File: src/sv/mlc_pkg.sv
`timescale 1ns / 1ps

package mlc_pkg;

  // Default group size of the matrix.
  localparam int DEF_MAX_NODES = 8;

  // Width of one matrix entry.
  localparam int VAL_W = 31;

  // Reset values of the configuration registers.
  localparam logic [3:0] NODE_COUNT_RST = 4'd8;
  localparam logic [2:0] OWN_ID_RST     = 3'd0;

  // Configuration register indexes.
  localparam logic CFG_NODE_COUNT = 1'b0;
  localparam logic CFG_OWN_ID     = 1'b1;

  // Operation codes carried in the func field.
  typedef enum logic [2:0] {
    OP_TICK  = 3'd0,
    OP_RESET = 3'd1,
    OP_SET   = 3'd2,
    OP_MERGE = 3'd3,
    OP_READ  = 3'd4
  } op_t;

  // One input item.
  typedef struct packed {
    logic [2:0]       func;
    logic [2:0]       row_index;
    logic [2:0]       col_index;
    logic [VAL_W-1:0] value;
    logic             last_cell;
  } in_item_t;

  // One result item.
  typedef struct packed {
    logic [VAL_W-1:0] read_value;
    logic             status;
  } out_item_t;

  // Controller states.
  typedef enum logic [2:0] {
    S_IDLE,
    S_DECODE,
    S_UPDATE,
    S_FOLD_RD,
    S_FOLD_CMP,
    S_FINISH
  } state_t;

  // Read address selection.
  typedef enum logic [1:0] {
    RD_ITEM,
    RD_OWN,
    RD_FOLD
  } rd_src_t;

  // Write address and data selection.
  typedef enum logic [1:0] {
    WR_TICK,
    WR_SET,
    WR_MERGE,
    WR_FOLD
  } wr_src_t;

  // Commands from the controller to the datapath.
  typedef struct packed {
    logic    capture;
    logic    rd_req;
    rd_src_t rd_src;
    logic    wr_req;
    wr_src_t wr_src;
    logic    clr_node;
    logic    fold_start;
    logic    fold_step;
    logic    res_read;
    logic    out_load;
  } dp_cmd_t;

  // Status from the datapath to the controller.
  typedef struct packed {
    logic [2:0] func;
    logic       last;
    logic       r_ok;
    logic       rc_ok;
    logic       own_ok;
    logic       fold_row_last;
    logic       fold_col_last;
    logic       out_free;
  } dp_stat_t;

endpackage

File: src/sv/matrix_logical_clock_core.sv
`timescale 1ns / 1ps
// A merge with the last-cell mark and an in-range own id adds the own-row fold, which reads
// every active entry in turn through the single memory read port (S_FOLD_RD, S_FOLD_CMP).
// The core takes one item at a time; the next is taken only after the last result is loaded.
// Reset (synchronous): the controller goes idle, all matrix entries read as zero at once
// through per-entry valid bits, node_count becomes 8 and own_id 0.

module matrix_logical_clock_core #(
  parameter int MAX_NODES = mlc_pkg::DEF_MAX_NODES
) (
  input  logic               clk,
  input  logic               rst,
  input  logic               in_valid,
  output logic               in_stall,
  input  mlc_pkg::in_item_t  in_data,
  output logic               out_valid,
  input  logic               out_stall,
  output mlc_pkg::out_item_t out_data,
  input  logic               cfg_we,
  input  logic               cfg_index,
  input  logic [3:0]         cfg_data
);
  import mlc_pkg::*;

  dp_cmd_t  cmd;
  dp_stat_t stat;

  // Sequencer for the operations and the fold walk.
  mlc_ctrl u_ctrl (
    .clk      (clk),
    .rst      (rst),
    .in_valid (in_valid),
    .in_stall (in_stall),
    .stat     (stat),
    .cmd      (cmd)
  );

  // Matrix storage, configuration and result registers.
  mlc_datapath #(
    .MAX_NODES (MAX_NODES)
  ) u_datapath (
    .clk       (clk),
    .rst       (rst),
    .in_data   (in_data),
    .out_valid (out_valid),
    .out_stall (out_stall),
    .out_data  (out_data),
    .cfg_we    (cfg_we),
    .cfg_index (cfg_index),
    .cfg_data  (cfg_data),
    .cmd       (cmd),
    .stat      (stat)
  );

endmodule

File: src/sv/mlc_ctrl.sv
`timescale 1ns / 1ps

module mlc_ctrl (
  input  logic              clk,
  input  logic              rst,
  input  logic              in_valid,
  output logic              in_stall,
  input  mlc_pkg::dp_stat_t stat,
  output mlc_pkg::dp_cmd_t  cmd
);
  import mlc_pkg::*;

  state_t state;
  state_t state_next;

  // State register.
  always_ff @(posedge clk) begin
    if (rst) begin
      state <= S_IDLE;
    end else begin
      state <= state_next;
    end
  end

  // Next-state logic.
  always_comb begin
    state_next = state;
    case (state)
      S_IDLE: begin
        if (in_valid) begin
          state_next = S_DECODE;
        end
      end
      S_DECODE: begin
        case (stat.func)
          OP_TICK: state_next = stat.own_ok ? S_UPDATE : S_FINISH;
          OP_MERGE: begin
            if (stat.rc_ok) begin
              state_next = S_UPDATE;
            end else if (stat.last && stat.own_ok) begin
              state_next = S_FOLD_RD;
            end else begin
              state_next = S_FINISH;
            end
          end
          OP_READ: state_next = stat.rc_ok ? S_UPDATE : S_FINISH;
          default: state_next = S_FINISH;
        endcase
      end
      S_UPDATE: begin
        if (stat.func == OP_MERGE && stat.last && stat.own_ok) begin
          state_next = S_FOLD_RD;
        end else begin
          state_next = S_FINISH;
        end
      end
      S_FOLD_RD: state_next = S_FOLD_CMP;
      S_FOLD_CMP: begin
        if (stat.fold_row_last && stat.fold_col_last) begin
          state_next = S_FINISH;
        end else begin
          state_next = S_FOLD_RD;
        end
      end
      S_FINISH: begin
        if (stat.out_free) begin
          state_next = S_IDLE;
        end
      end
      default: state_next = S_IDLE;
    endcase
  end

  // Command outputs.
  always_comb begin
    cmd          = '0;
    cmd.rd_src   = RD_ITEM;
    cmd.wr_src   = WR_TICK;
    in_stall     = 1'b1;
    case (state)
      S_IDLE: begin
        // No transfer is taken while reset is held.
        in_stall    = rst;
        cmd.capture = in_valid && !rst;
      end
      S_DECODE: begin
        case (stat.func)
          OP_TICK: begin
            cmd.rd_req = stat.own_ok;
            cmd.rd_src = RD_OWN;
          end
          OP_RESET: cmd.clr_node = stat.r_ok;
          OP_SET: begin
            cmd.wr_req = stat.r_ok;
            cmd.wr_src = WR_SET;
          end
          OP_MERGE: begin
            cmd.rd_req     = stat.rc_ok;
            cmd.rd_src     = RD_ITEM;
            cmd.fold_start = !stat.rc_ok && stat.last && stat.own_ok;
          end
          OP_READ: begin
            cmd.rd_req = stat.rc_ok;
            cmd.rd_src = RD_ITEM;
          end
          default: ;
        endcase
      end
      S_UPDATE: begin
        case (stat.func)
          OP_TICK: begin
            cmd.wr_req = 1'b1;
            cmd.wr_src = WR_TICK;
          end
          OP_MERGE: begin
            cmd.wr_req     = 1'b1;
            cmd.wr_src     = WR_MERGE;
            cmd.fold_start = stat.last && stat.own_ok;
          end
          OP_READ: cmd.res_read = 1'b1;
          default: ;
        endcase
      end
      S_FOLD_RD: begin
        cmd.rd_req = 1'b1;
        cmd.rd_src = RD_FOLD;
      end
      S_FOLD_CMP: begin
        cmd.fold_step = 1'b1;
        cmd.wr_req    = stat.fold_row_last;
        cmd.wr_src    = WR_FOLD;
      end
      S_FINISH: cmd.out_load = stat.out_free;
      default: ;
    endcase
  end

endmodule

File: src/sv/mlc_datapath.sv
`timescale 1ns / 1ps

module mlc_datapath #(
  parameter int MAX_NODES = mlc_pkg::DEF_MAX_NODES
) (
  input  logic               clk,
  input  logic               rst,
  input  mlc_pkg::in_item_t  in_data,
  output logic               out_valid,
  input  logic               out_stall,
  output mlc_pkg::out_item_t out_data,
  input  logic               cfg_we,
  input  logic               cfg_index,
  input  logic [3:0]         cfg_data,
  input  mlc_pkg::dp_cmd_t   cmd,
  output mlc_pkg::dp_stat_t  stat
);
  import mlc_pkg::*;

  localparam int IDX_W  = (MAX_NODES > 1) ? $clog2(MAX_NODES) : 1;
  localparam int ADDR_W = 2 * IDX_W;
  localparam int DEPTH  = 1 << ADDR_W;
  localparam int CNT_W  = $clog2(MAX_NODES + 1);

  // Configuration registers.
  logic [3:0] node_count;
  logic [2:0] own_id;

  // Latched item.
  logic [2:0]       it_func;
  logic [2:0]       it_r;
  logic [2:0]       it_c;
  logic [VAL_W-1:0] it_v;
  logic             it_last;

  // Matrix storage; an entry whose valid bit is clear reads as zero.
  logic [VAL_W-1:0] mem [DEPTH];
  logic [DEPTH-1:0] vld;
  logic [VAL_W-1:0] rd_data;
  logic             rd_vld;
  logic [VAL_W-1:0] rd_word;

  // Fold counters and running maximum.
  logic [IDX_W-1:0] fi;
  logic [IDX_W-1:0] fj;
  logic [VAL_W-1:0] best;
  logic [VAL_W-1:0] fold_max;

  // Pending result.
  logic [VAL_W-1:0] res_val;
  logic             res_st;

  logic [CNT_W-1:0]  n;
  logic              r_ok;
  logic              c_ok;
  logic              own_ok;
  logic              in_r_ok;
  logic              in_c_ok;
  logic              in_own_ok;
  logic              in_st;
  logic [IDX_W-1:0]  own_idx;
  logic [IDX_W-1:0]  r_idx;
  logic [IDX_W-1:0]  c_idx;
  logic [ADDR_W-1:0] rd_addr;
  logic [ADDR_W-1:0] wr_addr;
  logic [VAL_W-1:0]  wr_data;

  // Effective matrix size, clamped to the storage.
  always_comb begin
    if (32'(node_count) > 32'(MAX_NODES)) begin
      n = CNT_W'(MAX_NODES);
    end else begin
      n = CNT_W'(node_count);
    end
  end

  assign r_ok      = 32'(it_r) < 32'(n);
  assign c_ok      = 32'(it_c) < 32'(n);
  assign own_ok    = 32'(own_id) < 32'(n);
  assign in_r_ok   = 32'(in_data.row_index) < 32'(n);
  assign in_c_ok   = 32'(in_data.col_index) < 32'(n);
  assign in_own_ok = own_ok;

  // Status known when the item is taken in; only read data comes later.
  always_comb begin
    case (in_data.func)
      OP_TICK:  in_st = !in_own_ok;
      OP_RESET: in_st = !in_r_ok;
      OP_SET:   in_st = !in_r_ok;
      OP_MERGE: in_st = !(in_r_ok && in_c_ok) || (in_data.last_cell && !in_own_ok);
      OP_READ:  in_st = !(in_r_ok && in_c_ok);
      default:  in_st = 1'b1;
    endcase
  end

  // Configuration writes.
  always_ff @(posedge clk) begin
    if (rst) begin
      node_count <= NODE_COUNT_RST;
      own_id     <= OWN_ID_RST;
    end else if (cfg_we) begin
      case (cfg_index)
        CFG_NODE_COUNT: node_count <= cfg_data;
        CFG_OWN_ID:     own_id     <= cfg_data[2:0];
        default: ;
      endcase
    end
  end

  // Item capture and the pending result.
  always_ff @(posedge clk) begin
    if (cmd.capture) begin
      it_func <= in_data.func;
      it_r    <= in_data.row_index;
      it_c    <= in_data.col_index;
      it_v    <= in_data.value;
      it_last <= in_data.last_cell;
      res_val <= '0;
      res_st  <= in_st;
    end else if (cmd.res_read) begin
      res_val <= rd_word;
    end
  end

  assign own_idx = IDX_W'(own_id);
  assign r_idx   = IDX_W'(it_r);
  assign c_idx   = IDX_W'(it_c);
  assign rd_word = rd_vld ? rd_data : '0;

  // Running maximum of the column being folded.
  always_comb begin
    if (fi == '0 || rd_word > best) begin
      fold_max = rd_word;
    end else begin
      fold_max = best;
    end
  end

  // Read address selection.
  always_comb begin
    case (cmd.rd_src)
      RD_ITEM: rd_addr = {r_idx, c_idx};
      RD_OWN:  rd_addr = {own_idx, own_idx};
      RD_FOLD: rd_addr = {fi, fj};
      default: rd_addr = {r_idx, c_idx};
    endcase
  end

  // Write address and data selection.
  always_comb begin
    case (cmd.wr_src)
      WR_TICK: begin
        wr_addr = {own_idx, own_idx};
        wr_data = (rd_word == {VAL_W{1'b1}}) ? rd_word : rd_word + VAL_W'(1);
      end
      WR_SET: begin
        wr_addr = {r_idx, r_idx};
        wr_data = it_v;
      end
      WR_MERGE: begin
        wr_addr = {r_idx, c_idx};
        wr_data = (it_v > rd_word) ? it_v : rd_word;
      end
      WR_FOLD: begin
        wr_addr = {own_idx, fj};
        wr_data = fold_max;
      end
      default: begin
        wr_addr = {r_idx, c_idx};
        wr_data = it_v;
      end
    endcase
  end

  // Matrix memory with registered read data.
  always_ff @(posedge clk) begin
    if (cmd.wr_req) begin
      mem[wr_addr] <= wr_data;
    end
    if (cmd.rd_req) begin
      rd_data <= mem[rd_addr];
    end
  end

  always_ff @(posedge clk) begin
    if (cmd.rd_req) begin
      rd_vld <= vld[rd_addr];
    end
  end

  // Entry valid bits: reset and a node reset clear them, writes set them.
  always_ff @(posedge clk) begin
    if (rst) begin
      vld <= '0;
    end else if (cmd.clr_node) begin
      for (int a = 0; a < MAX_NODES; a++) begin
        for (int b = 0; b < MAX_NODES; b++) begin
          if ((a == 32'(it_r) && b < 32'(n)) || (b == 32'(it_r) && a < 32'(n))) begin
            vld[{IDX_W'(a), IDX_W'(b)}] <= 1'b0;
          end
        end
      end
    end else if (cmd.wr_req) begin
      vld[wr_addr] <= 1'b1;
    end
  end

  // Fold walk: rows inner, columns outer.
  always_ff @(posedge clk) begin
    if (cmd.fold_start) begin
      fi <= '0;
      fj <= '0;
    end else if (cmd.fold_step) begin
      best <= fold_max;
      if (stat.fold_row_last) begin
        fi <= '0;
        fj <= fj + IDX_W'(1);
      end else begin
        fi <= fi + IDX_W'(1);
      end
    end
  end

  // Output register; a result may wait here while the next item is taken.
  always_ff @(posedge clk) begin
    if (rst) begin
      out_valid <= 1'b0;
    end else if (cmd.out_load) begin
      out_valid <= 1'b1;
    end else if (!out_stall) begin
      out_valid <= 1'b0;
    end
  end

  always_ff @(posedge clk) begin
    if (cmd.out_load) begin
      out_data.read_value <= res_val;
      out_data.status     <= res_st;
    end
  end

  // Status toward the controller.
  always_comb begin
    stat.func          = it_func;
    stat.last          = it_last;
    stat.r_ok          = r_ok;
    stat.rc_ok         = r_ok && c_ok;
    stat.own_ok        = own_ok;
    stat.fold_row_last = (32'(fi) + 32'd1) == 32'(n);
    stat.fold_col_last = (32'(fj) + 32'd1) == 32'(n);
    stat.out_free      = !out_valid || !out_stall;
  end

endmodule

File: config.mk
export PLATFORM = sky130hd
export DESIGN_NAME = matrix_logical_clock_core
export DESIGN_NICKNAME = d
export VERILOG_FILES = /design/src/sv/mlc_pkg.sv /design/src/sv/matrix_logical_clock_core.sv /design/src/sv/mlc_ctrl.sv /design/src/sv/mlc_datapath.sv
export SDC_FILE = /design/constraint.sdc
export NUM_CORES = 2
export LEC_CHECK = 0
export BUFFER_PORTS_ARGS = -buffer_cell sky130_fd_sc_hd__buf_2
export CAP_MARGIN = 20
export CORE_MARGIN = 2
export CORE_UTILIZATION = 40
export DETAILED_ROUTE_END_ITERATION = 7
export MAX_ROUTING_LAYER = met4
export PLACE_DENSITY_LB_ADDON = 0.08
export SETUP_SLACK_MARGIN = 0.5
export SLEW_MARGIN = 15
export SYNTH_ARGS = -nofsm -noshare
export SYNTH_HDL_FRONTEND = slang
export SYNTH_SLANG_ARGS = --single-unit
export TNS_END_PERCENT = 5
File: constraint.sdc
create_clock -name clk -period 9.3 [get_ports clk]
set_input_delay 1.395 -clock clk [delete_from_list [all_inputs] [get_ports clk]]
set_output_delay 1.395 -clock clk [all_outputs]
set_load 0.02 [all_outputs]
Yosys cells after proc, flatten, opt, wreduce, memory -nomap -nowiden
Memory sizes are Yosys's and may differ from the RTL's. A register that Yosys moved wholly into a read port is not among the register bits.
Cells that the tools add are included.
{"block": "word_totals", "memories": 1, "in_bits": 51, "reg_bits": 218, "output_inout_bits": 34, "ramBits": 1984}
{"block": "classes", "reduce_logical": 163, "bitwise": 3, "add_sub_neg": 5, "n_eq_ne": 67, "n_lt_le_gt_ge": 19, "n_mux": 82}
{"memory": "u_datapath.mem", "words": 64, "width": 31, "read_ports": 1, "rd_clocked_by_memory_dff": 1, "wr": 1, "line": "mlc_datapath.sv:37", "rtl": "logic [VAL_W-1:0] mem [DEPTH];"}
{"operator": "two-way mux 64 bit", "n": 2}
{"operator": "two-way mux 31 bit", "n": 4}
{"operator": "case mux 31 bit (4 select lines)", "n": 1}
{"operator": "AND reduction 2 bit", "n": 41}
{"operator": "!= test 2 x 1 -> 1 bit (second input constant)", "n": 38}
{"operator": "logical AND 1 bit", "n": 75}
{"operator": "== test 32 x 4 -> 1 bit", "n": 2}
{"operator": "bitwise OR 64 bit", "n": 1}
{"operator": "> comparator 31 bit", "n": 2}
{"operator": "two-way mux 1 bit", "n": 52}
{"operator": "adder 31 x 1 -> 31 bit (second input constant)", "n": 1}
{"operator": "== test 31 bit (second input constant)", "n": 1}
{"operator": "logical OR 1 bit", "n": 31}
{"operator": "two-way mux 3 bit", "n": 10}
{"operator": "case mux 6 bit (4 select lines)", "n": 1}
{"operator": "< comparator 3 x 4 -> 1 bit", "n": 5}
{"operator": "== test 3 x 2 -> 1 bit (second input constant)", "n": 6}
{"operator": "case mux 3 bit (2 select lines)", "n": 3}
{"operator": "case mux 3 bit (3 select lines)", "n": 2}
{"operator": "case mux 3 bit (6 select lines)", "n": 1}
{"operator": "< comparator 3 x 4 -> 1 bit (first input constant)", "n": 4}
{"operator": "logical NOT 3 bit", "n": 5}
{"operator": "< comparator 6 x 7 -> 1 bit (second input constant)", "n": 2}
{"operator": "== test 3 bit (first input constant)", "n": 4}
{"operator": "24 further kinds", "n": 45}

Longest topological paths before layout
{"block": "logic_depth", "word_depth": 14, "ltp_mapped": 18}

By module
Synthesis repeated with hierarchy kept, for this count alone.
{"block": "hier_totals", "hier_cells": 5632, "area_unflattened_um2": 90123.9}
{"mod": "mlc_datapath", "area_each_um2": 89701.0, "seq_area_each_um2": 65873.2, "n_inst": 1, "cells_each": 5568}
{"mod": "mlc_ctrl", "area_each_um2": 422.9, "seq_area_each_um2": 60.1, "n_inst": 1, "cells_each": 64}

Worst setup path before layout
Ideal clock, no wire load.
{"block": "synth_path", "path_type": "reg-to-reg", "startpoint": "register u_datapath.rd_vld", "endpoint": "memory u_datapath.mem[0][21] (data pin)", "t_arrival_ps": 5843, "setup_ps": 753, "period_less_slack_ps": 6596, "n_path_buf": 6, "path_slack_ps": 2704, "stages_incl_launch_ff": 17, "path_cell_list": "edfxtp_1 -> buf_4 -> buf_8 -> clkbuf_1 -> buf_1 -> nand2_1 -> ha_1 -> nand4_1 -> nor4_1 -> a2111oi_0 -> nand3_1 -> o211ai_1 -> o21bai_1 -> buf_2 -> buf_4 -> a21oi_1 -> a222oi_1"}
{"block": "synth_between", "elab_chain_cells": 5}
{"item": "start, declared", "line": "mlc_datapath.sv:40", "rtl": "logic rd_vld;"}
{"item": "start signal, assigned", "line": "mlc_datapath.sv:187", "rtl": "rd_vld <= vld[rd_addr];"}
{"item": "two-way mux 31 bit (*)", "line": "mlc_datapath.sv:128", "rtl": "assign rd_word = rd_vld ? rd_data : '0;"}
{"item": "> comparator 31 bit", "line": "mlc_datapath.sv:132", "rtl": "if (fi == '0 || rd_word > best) begin"}
{"item": "logical OR 1 bit", "line": "mlc_datapath.sv:132"}
{"item": "two-way mux 31 bit", "line": "mlc_datapath.sv:132"}
{"item": "case mux 31 bit (4 select lines) (*)", "line": "mlc_datapath.sv:151", "rtl": "case (cmd.wr_src)"}
{"item": "via u_datapath.wr_data[21]", "line": "mlc_datapath.sv:66", "rtl": "logic [VAL_W-1:0] wr_data;"}
{"item": "end, declared", "line": "mlc_datapath.sv:37"}
The timed path passes the listed nets; every way through them passes the cells marked *.

Worst setup path in the final report
{"block": "layout_path", "startpoint": "register u_ctrl.state[0]", "endpoint": "register u_datapath.rd_data[18] (read register of u_datapath.mem) (data pin)"}
{"block": "layout_between", "elab_chain_cells": 4}
{"item": "start, declared", "line": "mlc_ctrl.sv:13", "rtl": "state_t state;"}
{"item": "start signal, assigned", "line": "mlc_ctrl.sv:21", "rtl": "state <= state_next;"}
{"item": "== test 3 x 2 -> 1 bit or == test 3 x 1 -> 1 bit (tied branches)", "line": "mlc_ctrl.sv:80", "rtl": "case (state)"}
{"item": "case mux 3 bit (2 select lines) (*)", "line": "mlc_ctrl.sv:80"}
{"item": "== test 2 bit or == test 2 x 1 -> 1 bit (tied branches)", "line": "mlc_datapath.sv:141", "rtl": "case (cmd.rd_src)"}
{"item": "case mux 6 bit (2 select lines)", "line": "mlc_datapath.sv:141"}
{"item": "end, declared", "line": "mlc_datapath.sv:39", "rtl": "logic [VAL_W-1:0] rd_data;"}
Every way passes the cells marked *; elsewhere a longest branch is shown, timed or not.
A chain may end at the register's enable or synchronous reset.

==> run summary <==
Synthesized area = 90530 µm²
Worst path arrival time = 7290 ps
Vias = 54.78k
Max Cap Viol = 0
CP endpoint = u_datapath.rd_data[18]
Crit path launch = u_ctrl.state[0]
Pwr dens = 225.0 nW/µm²
Row Count = 174
Int Pwr = 17240 µW
NetSw = 5931 µW
CP max stage delay = 1080 ps
Critical Path Slowest Stage Cell = a32oi_1
Leak Pwr = 0.03407 µW
WS Path Type = reg2reg
Vias in the first global route = 52.82k
CTS Sinks = 2233
VDD IR max = 0.1658 mV
# resized after CTS = 0
Reg2reg start = u_ctrl.state[0]
Fillcell total = 19.69k
Global Route Usage Sum = 26.07%
Drc violations = 0
CP Capture Type = flop
Setup TNS = 0 ps
Metal3 WL = 20090 µm
Worst r2r path cells = 14
Pin count of the biggest net entering global routing = 98
CTS tree = built
CTS Root Cell = clkbuf_16
Most frequent cells in the layout = edfxtp_1, nand2_1, a21oi_1
Switch share = 25.60%
Hold-fix buffers, CTS = 0
Layout cell share with drive strength beyond 1 = 16.07%
Clock Pin Slew Worst Setup and Hold Paths = 70 ps
Ys Warns = 0
Nets = 6227
DRT met1 WL = 128000 µm
Actual slew at the worst max-slew pin = 1385 ps
RSZ-0062 raised after global routing = no
TritonRoute pass-1 iters = 7
Achievable frequency = 147.4 MHz
Req. time, crit path = 9800 ps
Total power = 23170 µW
Die Width = 479.7 µm
Post-route insts no fill = 9297
Register share of total power = 49.9%
DR WL/cell = 31.61 µm
Hold WS = 428.0 ps
Synth cell types = 85
Status = complete, no violations
Final antenna-violating net count = 0
IO Pins = 85
Placed insts = 8854
Hold Path Class = reg2reg
Worst reg2reg path endpoint = u_datapath.rd_data[18]
Post-synthesis sequential area ratio = 72.83%
Synth-to-Final Area Change = 13.73%
Clock Path Buffers = 3
DRT iter0 DRCs = 6057
Yosys reg bits = 2233
Global placement routability congestion = 0.9141
Final Critical Period = 6785 ps
Initial Util = 40.25%
Post-DP HPWL = 161700 µm
Final Cycle Share = 72.96%
Main synth FF type = edfxtp_1
H-tree levels = 4
Remaining Overflow, GRT = 0
Fraction of registers with async set/reset = 0%
CTS buffer count = 233
Met2 wire length = 136700 µm
Highest routed layer = met4
Final hold vios = 0
Final Skew = 47.42 ps
Number of flops mapped to enable cells by yosys = 2121
Comb pwr share = 11.2%
Worst-path cell chain = nor2b_1 -> nand2b_1 -> nor3_1 -> ha_1 -> nand2_1 -> o21ai_4 -> buf_4 -> nand2_4 -> buf_4 -> o221ai_1 -> a21oi_1 -> o21ai_0 -> a32oi_1 -> nand2_1
Commonest non-fill, non-tap cell in the layout = edfxtp_1
Total die area = 230100 µm²
Clock latency on the worst-skew pair = 890 ps
DR vias/cell = 5.892
R2r setup slk = 2510 ps
Slew Limit Headroom = 7.250%
Drt total wl = 293900 µm
Crit path launch type = flop
# setup viols final = 0
Setup repair bufs after CTS = 0
Multi-input gate area = 23610 µm²
Synth Instances = 5941
Core Footprint = 224900 µm²
Clock network fraction of total power = 38.9%
Syn Nets = 6068
Register area = 65930 µm²
First-pass GRT wire length = 413500 µm
Syn_area_per_cell = 15.24 µm²
Die height = 479.7 µm
Final Util = 45.78%
Crit path max fanout = 38
Antenna violations before repair = 11
Fin. max-slew vios = 0
Port Buf Inserts = 84
-- stage by stage --
stage                     cell area (µm²)  setup WS (ps)
after floorplan                     90530           2704
after global placement              95530           2538
after detailed placement            95590           2692
after CTS                          102900           2605
after global routing               102900           1999
final                              103000           2515
-- how the worst min path moves through the flow --
stage,start,end,cells after the start
floorplan,u_datapath.res_st,u_datapath.out_data[0],0
global placement,u_datapath.res_val[6],u_datapath.out_data[7],0
detailed placement,u_datapath.res_val[11],u_datapath.out_data[12],0
CTS,u_datapath.res_val[13],u_datapath.out_data[14],0
global route,u_datapath.res_val[1],u_datapath.out_data[2],0
finish,u_datapath.res_val[6],u_datapath.out_data[7],0
-- final cells by class --
class	count	area share (%)
timing repair buffer	273	1.994
clock buffer	294	5.976
inverter	85	0.3099
sequential	2233	64.04
tap	2992	3.636
antenna	9	0.02187
multi-input combinational	3274	22.93
clock inverter	137	1.093
-- state kept, by name, summed over array words and instances (netlist names), 4 cells and up --
name	cells
u_datapath.out_data	32
u_datapath.mem	1984
u_datapath.best	31
u_datapath.res_val	31
u_datapath.vld	64
u_datapath.it_v	31
u_datapath.rd_data	31
u_datapath.node_count	4
-- cells in the mapped netlist, drive strengths merged (76+ instances only) --
cell    number  area (µm²)
a21oi      504        2522
buf        141       748.2
clkbuf     207       777.0
dfxtp      112        2242
edfxtp    2121       63690
ha          76       950.9
inv         85       319.1
mux2i      202        2022
mux4       268        6036
nand2      856        3223
nand3      121       620.6
nor2       302        1139
nor3       170       855.8
nor4        87       559.3
o21ai      181       905.9
o221ai      85       744.5
-- cell families after synthesis --
kind of cell             count (synthesis)  share of synthesized area (%)
buffers and inverters                  434                          2.047
XOR/XNOR                                10                        0.09674
multiplexers                           472                          8.925
adder cells (fa/ha/maj)                 76                          1.050
AO/OA/AOI/OAI                         1051                          7.018
AND/OR/NAND/NOR                       1665                          8.033
flip-flops                            2233                          72.83
-- power by group through the flow --
| stage | combinational [µW] | sequential [µW] | clock [µW] |
|---|---|---|---|
| 3_5_place_dp | 2590 | 11800 | 0 |
| 5_1_grt | 2780 | 11600 | 9570 |
| 4_1_cts | 2600 | 11600 | 9200 |
| 6_report | 2600 | 11600 | 9010 |
| 3_3_place_gp | 2560 | 11800 | 0 |
| 2_1_floorplan | 1420 | 11800 | 0 |
-- worst max-delay path, delay by kind of cell (launching register included) --
family / cells / cell delay [ps]
DFF: 1 / 540
and+or+nand+nor: 6 / 2220
AOI/OAI and AO/OA: 5 / 1780
adders and majority gates: 1 / 610
buffers and inverters: 2 / 1160
-- routing by layer --
layer	up-vias	track usage, %
met5	-	-
met4	0	7.427
met2	2069	40.20
met1	28901	35.97
met3	386	4.005
li1	23419	-
(Power assumes the default switching activity.)
